--- src/rtl/sukl_pkg.sv ---
`timescale 1ns / 1ps

package sukl_pkg;

   // Request modes
   typedef enum logic [1:0] {
      MODE_INSERT    = 2'd0,
      MODE_REMOVE    = 2'd1,
      MODE_LIST_ASC  = 2'd2,
      MODE_LIST_DESC = 2'd3
   } mode_type;

   // Result status codes
   typedef enum logic [2:0] {
      STATUS_INSERTED  = 3'd0,
      STATUS_REMOVED   = 3'd1,
      STATUS_DUPLICATE = 3'd2,
      STATUS_NOT_FOUND = 3'd3,
      STATUS_FULL      = 3'd4,
      STATUS_LISTED    = 3'd5,
      STATUS_EMPTY     = 3'd6
   } status_type;

   // Operation broadcast to every cell of the chain
   typedef enum logic [2:0] {
      CELL_HOLD     = 3'd0,
      CELL_INSERT   = 3'd1,
      CELL_REMOVE   = 3'd2,
      CELL_ROT_ASC  = 3'd3,
      CELL_ROT_DESC = 3'd4
   } cell_op_type;

   // Top level control state
   typedef enum logic [1:0] {
      ST_IDLE = 2'b01,
      ST_LIST = 2'b10
   } state_type;

endpackage

--- src/rtl/sukl_cell.sv ---
`timescale 1ns / 1ps

module sukl_cell
   import sukl_pkg::*;
#(
   parameter int KEY_WIDTH = 32,
   parameter int CNT_W     = 6,
   parameter int INDEX     = 0
) (
   input  logic                        clock,
   input  cell_op_type                 op,
   input  logic signed [KEY_WIDTH-1:0] ins_key,
   input  logic        [CNT_W-1:0]     count,
   input  logic signed [KEY_WIDTH-1:0] left_key,
   input  logic                        left_below,
   input  logic signed [KEY_WIDTH-1:0] right_key,
   input  logic signed [KEY_WIDTH-1:0] wrap_key,
   output logic signed [KEY_WIDTH-1:0] key_ff,
   output logic                        below,
   output logic                        equal
);

   logic signed [KEY_WIDTH-1:0] key_in;
   logic                        occupied;
   logic                        tail;

   // Occupancy follows from the count, stored keys are sorted
   assign occupied = CNT_W'(INDEX) < count;
   assign tail     = count == CNT_W'(INDEX + 1);
   assign below    = occupied && (key_ff < ins_key);
   assign equal    = occupied && (key_ff == ins_key);

   // Next key: keep, take a neighbor, take the wrap key or take the new key
   always_comb begin
      key_in = key_ff;
      unique case (op)
         CELL_HOLD: key_in = key_ff;
         CELL_INSERT: begin
            if (!below) begin
               key_in = left_below ? ins_key : left_key;
            end
         end
         CELL_REMOVE: begin
            if (!below) begin
               key_in = right_key;
            end
         end
         CELL_ROT_ASC:  key_in = tail ? wrap_key : right_key;
         CELL_ROT_DESC: key_in = left_key;
         default:       key_in = key_ff;
      endcase
   end

   always_ff @(posedge clock) begin
      key_ff <= key_in;
   end

endmodule

--- config.mk ---
export PLATFORM = sky130hd
export DESIGN_NAME = sukl_cell
export DESIGN_NICKNAME = d
export VERILOG_FILES = /design/src/rtl/sukl_pkg.sv /design/src/rtl/sukl_cell.sv
export SDC_FILE = /design/constraint.sdc
export NUM_CORES = 1
export LEC_CHECK = 0
export BUFFER_PORTS_ARGS = -buffer_cell sky130_fd_sc_hd__buf_2
export CORE_ASPECT_RATIO = 0.9
export CORE_MARGIN = 4
export CORE_UTILIZATION = 27
export DETAILED_ROUTE_END_ITERATION = 10
export PLACE_DENSITY = 0.63
export SLEW_MARGIN = 5
export SYNTH_ARGS = -nofsm -noshare
export SYNTH_HDL_FRONTEND = slang
export SYNTH_SLANG_ARGS = --single-unit
--- constraint.sdc ---
create_clock -name clock -period 4.45 [get_ports clock]
set_input_delay 0.89 -clock clock [delete_from_list [all_inputs] [get_ports clock]]
set_output_delay 0.89 -clock clock [all_outputs]
set_load 0.02 [all_outputs]
==> flow_metrics.py <==
metrics = {
    "status": {
        "status": "finished, final reports clean",
    },
    "layout": {
        "final_cell_mix": "buf_2, mux2i_1, a21oi_1, nor2b_1, o21a_1",
        "top_regs": "key_ff (32)",
        "largest_reg_flops": 32,
        "final_common_cell": "buf_2",
        "n_antenna_cell": 0,
        "largest_register": "key_ff",
        "area_growth_syn_to_layout_pct": 33.1,
        "fin_cells": 704,
        "layout-drive-gt1-share": 0.347,
        "nets": 714,
    },
    "global_routing": {
        "grt.overflow.total": 0,
        "grt_use_total": 0.165,
        "grt_pass1_wl_mm": 19.1,
        "grt_pass1_vias": 3765,
        "grt_max_degree": 33,
        "antenna_found_initial": 0,
    },
    "setup_path": {
        "end_kind": "primary output",
        "cp_max_fo": 6,
        "critPathSlowestCell": "nor4_1",
        "cp_slowest_stage_delay_ns": 0.54,
        "cp_cell_sequence": "buf_2 > inv_1 > ha_1 > nand4_1 > nor4_1 > o41a_1 > nor3_1 > nor3_1 > buf_2",
        "critical_path_required_ns": 3.56,
        "critPathLaunchType": "input port",
        "critical_path_arrival_ns": 3.05,
        "r2r_setup_slack_ns": 1.47,
        "crit_type": "in2out",
    },
    "die": {
        "die-area_um2": 14600,
        "start_util": 0.281,
        "coreArea_um2": 12300,
        "dieWidth_um": 127,
        "fp-row-count": 38,
        "fp.dieH_um": 115,
        "io_pins": 173,
    },
    "route": {
        "avgViaCountPerCell": 5.09,
        "drt-wirelength-per-cell_um": 17.8,
        "drcViolationCount": 0,
        "first_pass_iters": 6,
        "ant_nets": 0,
        "routed_wl_mm": 12.6,
        "drt_iter0_markers": 144,
        "vias": 3582,
    },
    "timing": {
        "timing.final.max_slew_violations": 0,
        "max_freq_ghz": 0.254,
        "tns_ns": 0,
        "fin_skew_ns": 0.00180,
        "hold_viol_final": 0,
        "min_period_ns": 3.94,
        "rsz0062_at_grt": "false",
        "relSlewSlack": 0.292,
        "setup_viol": 0,
        "setup_slack_ns": 0.511,
        "tightest_slew_ns": 1.06,
        "fin_crit_sh": 0.885,
    },
    "pwr": {
        "ir_drop_uv": 121,
        "powerDensity_nw_per_um2": 251,
        "leakagePower_nw": 2.37,
        "finalPower_mw": 1.15,
    },
    "clock_network": {
        "clock_tree.root_cell": "clkbuf_16",
        "cts_buffers": 5,
        "cts.sinks": 32,
        "post_cts_resized": 0,
        "h-tree-depth": 2,
        "post_cts_buffers": 0,
        "cts_hold_buf": 0,
        "clockBufferDepth": 2,
        "cts_tree": "yes",
        "clk_pin_slew_ns": 0.05,
        "clock_latency_ns": 0.27,
    },
    "logic_synthesis": {
        "synth.area.mux_share": 0.186,
        "synth_nets": 553,
        "synth-seq-cells": 32,
        "yosys_warnings": 0,
        "yosysTopAreaCell": "edfxtp_1",
        "yosys.area_share.simple": 0.126,
        "synth_compound_area_frac": 0.222,
        "synthTopCellsByArea": "edfxtp_1, mux2i_1, ha_1",
        "synth_area_per_cell_um2": 9.03,
        "seq_area_frac_synth": 0.279,
        "synth_adder_area_share": 0.116,
        "yosysTopAreaCellShare": 0.279,
        "syn_inst": 382,
        "synth_cell_types": 34,
        "synth_top_family_by_area": "compound AO/OA/AOI/OAI gates",
        "netlist_area_um2": 3450,
        "synth-xor-area-share": 0.00254,
    },
    "run": {
        "drv_cap": 0,
    },
    "place": {
        "pre_cts_ws_ns": 0.543,
        "placed_cells": 696,
        "hpwl_mm": 10.0,
        "gp_congestion": 0.831,
        "io_buffers": 172,
    },
    "min_path": {
        "hold_path_class": "in2reg",
    },
}
[per-stage QoR]
step,hold WS [ns],cell area (um2),util
global route,1.02,4590,0.374
floorplan,1.17,3450,-
CTS,0.996,4590,0.374
global placement,1.16,4450,0.363
detailed placement,1.17,4450,0.363
finish,1.00,4590,0.374
[final timing paths]
check	startpoint	to	cells past startpoint
setup / recovery	ins_key[31]	below	9
hold / removal	left_key[16]	key_ff[16]	3
setup reg to reg	key_ff[31]	key_ff[2]	7
hold reg to reg	key_ff[31]	key_ff[28]	4
[report_power, final]
part	switching (mW)	internal [mW]	total [mW]
clock	0.122	0.206	0.328
combinational	0.244	0.179	0.423
sequential	0.0217	0.381	0.403
total	0.388	0.766	1.15
[kinds of logic after synthesis]
family / Yosys count
buf+inv: 57
flops: 32
xor+xnor: 1
mux: 64
compound gates: 122
fa+ha+maj: 32
simple gates: 74
[routing by layer]
| layer | routed length [um] | global-route usage |
|---|---|---|
| met2 | 6080 | 0.293 |
| met3 | 825 | 0.0358 |
| met4 | 74 | 0.0286 |
| met5 | 0 | 0 |
| met1 | 5580 | 0.208 |
[cells in the mapped netlist (all sizes together)]
cell    count
nand4       8
a22o        1
o41a        1
o22ai      32
nand2       9
nor2b      33
a21boi      1
edfxtp     32
a221oi      1
a211oi      2
nand3       3
nor4        3
nand3b      2
xnor2       1
a21o        2
o211ai      2
nor3        5
nand2b      1
inv        32
o21ai       3
nor2        7
o21a       33
clkbuf     20
buf         5
or2         1
ha         32
mux2i      64
and2        1
or4         1
a21oi      44
[area by class of cell]
cell class / count / area, um2
well taps: 160 / 200
flip-flops and latches: 32 / 961
clock buffers: 7 / 133
inverters: 32 / 120
fillers: 1290 / 7680
clock inverters: 1 / 3.75
repair buffers: 179 / 913
multi-input cells: 293 / 2260
[worst max-delay path: cells and delay by family]
kind	cells	cell delay, ns
simple gates	4	1.11
fa+ha+maj	1	0.37
compound gates	1	0.31
buf+inv	3	0.38
No activity file was read; power rests on OpenSTA's default activity.
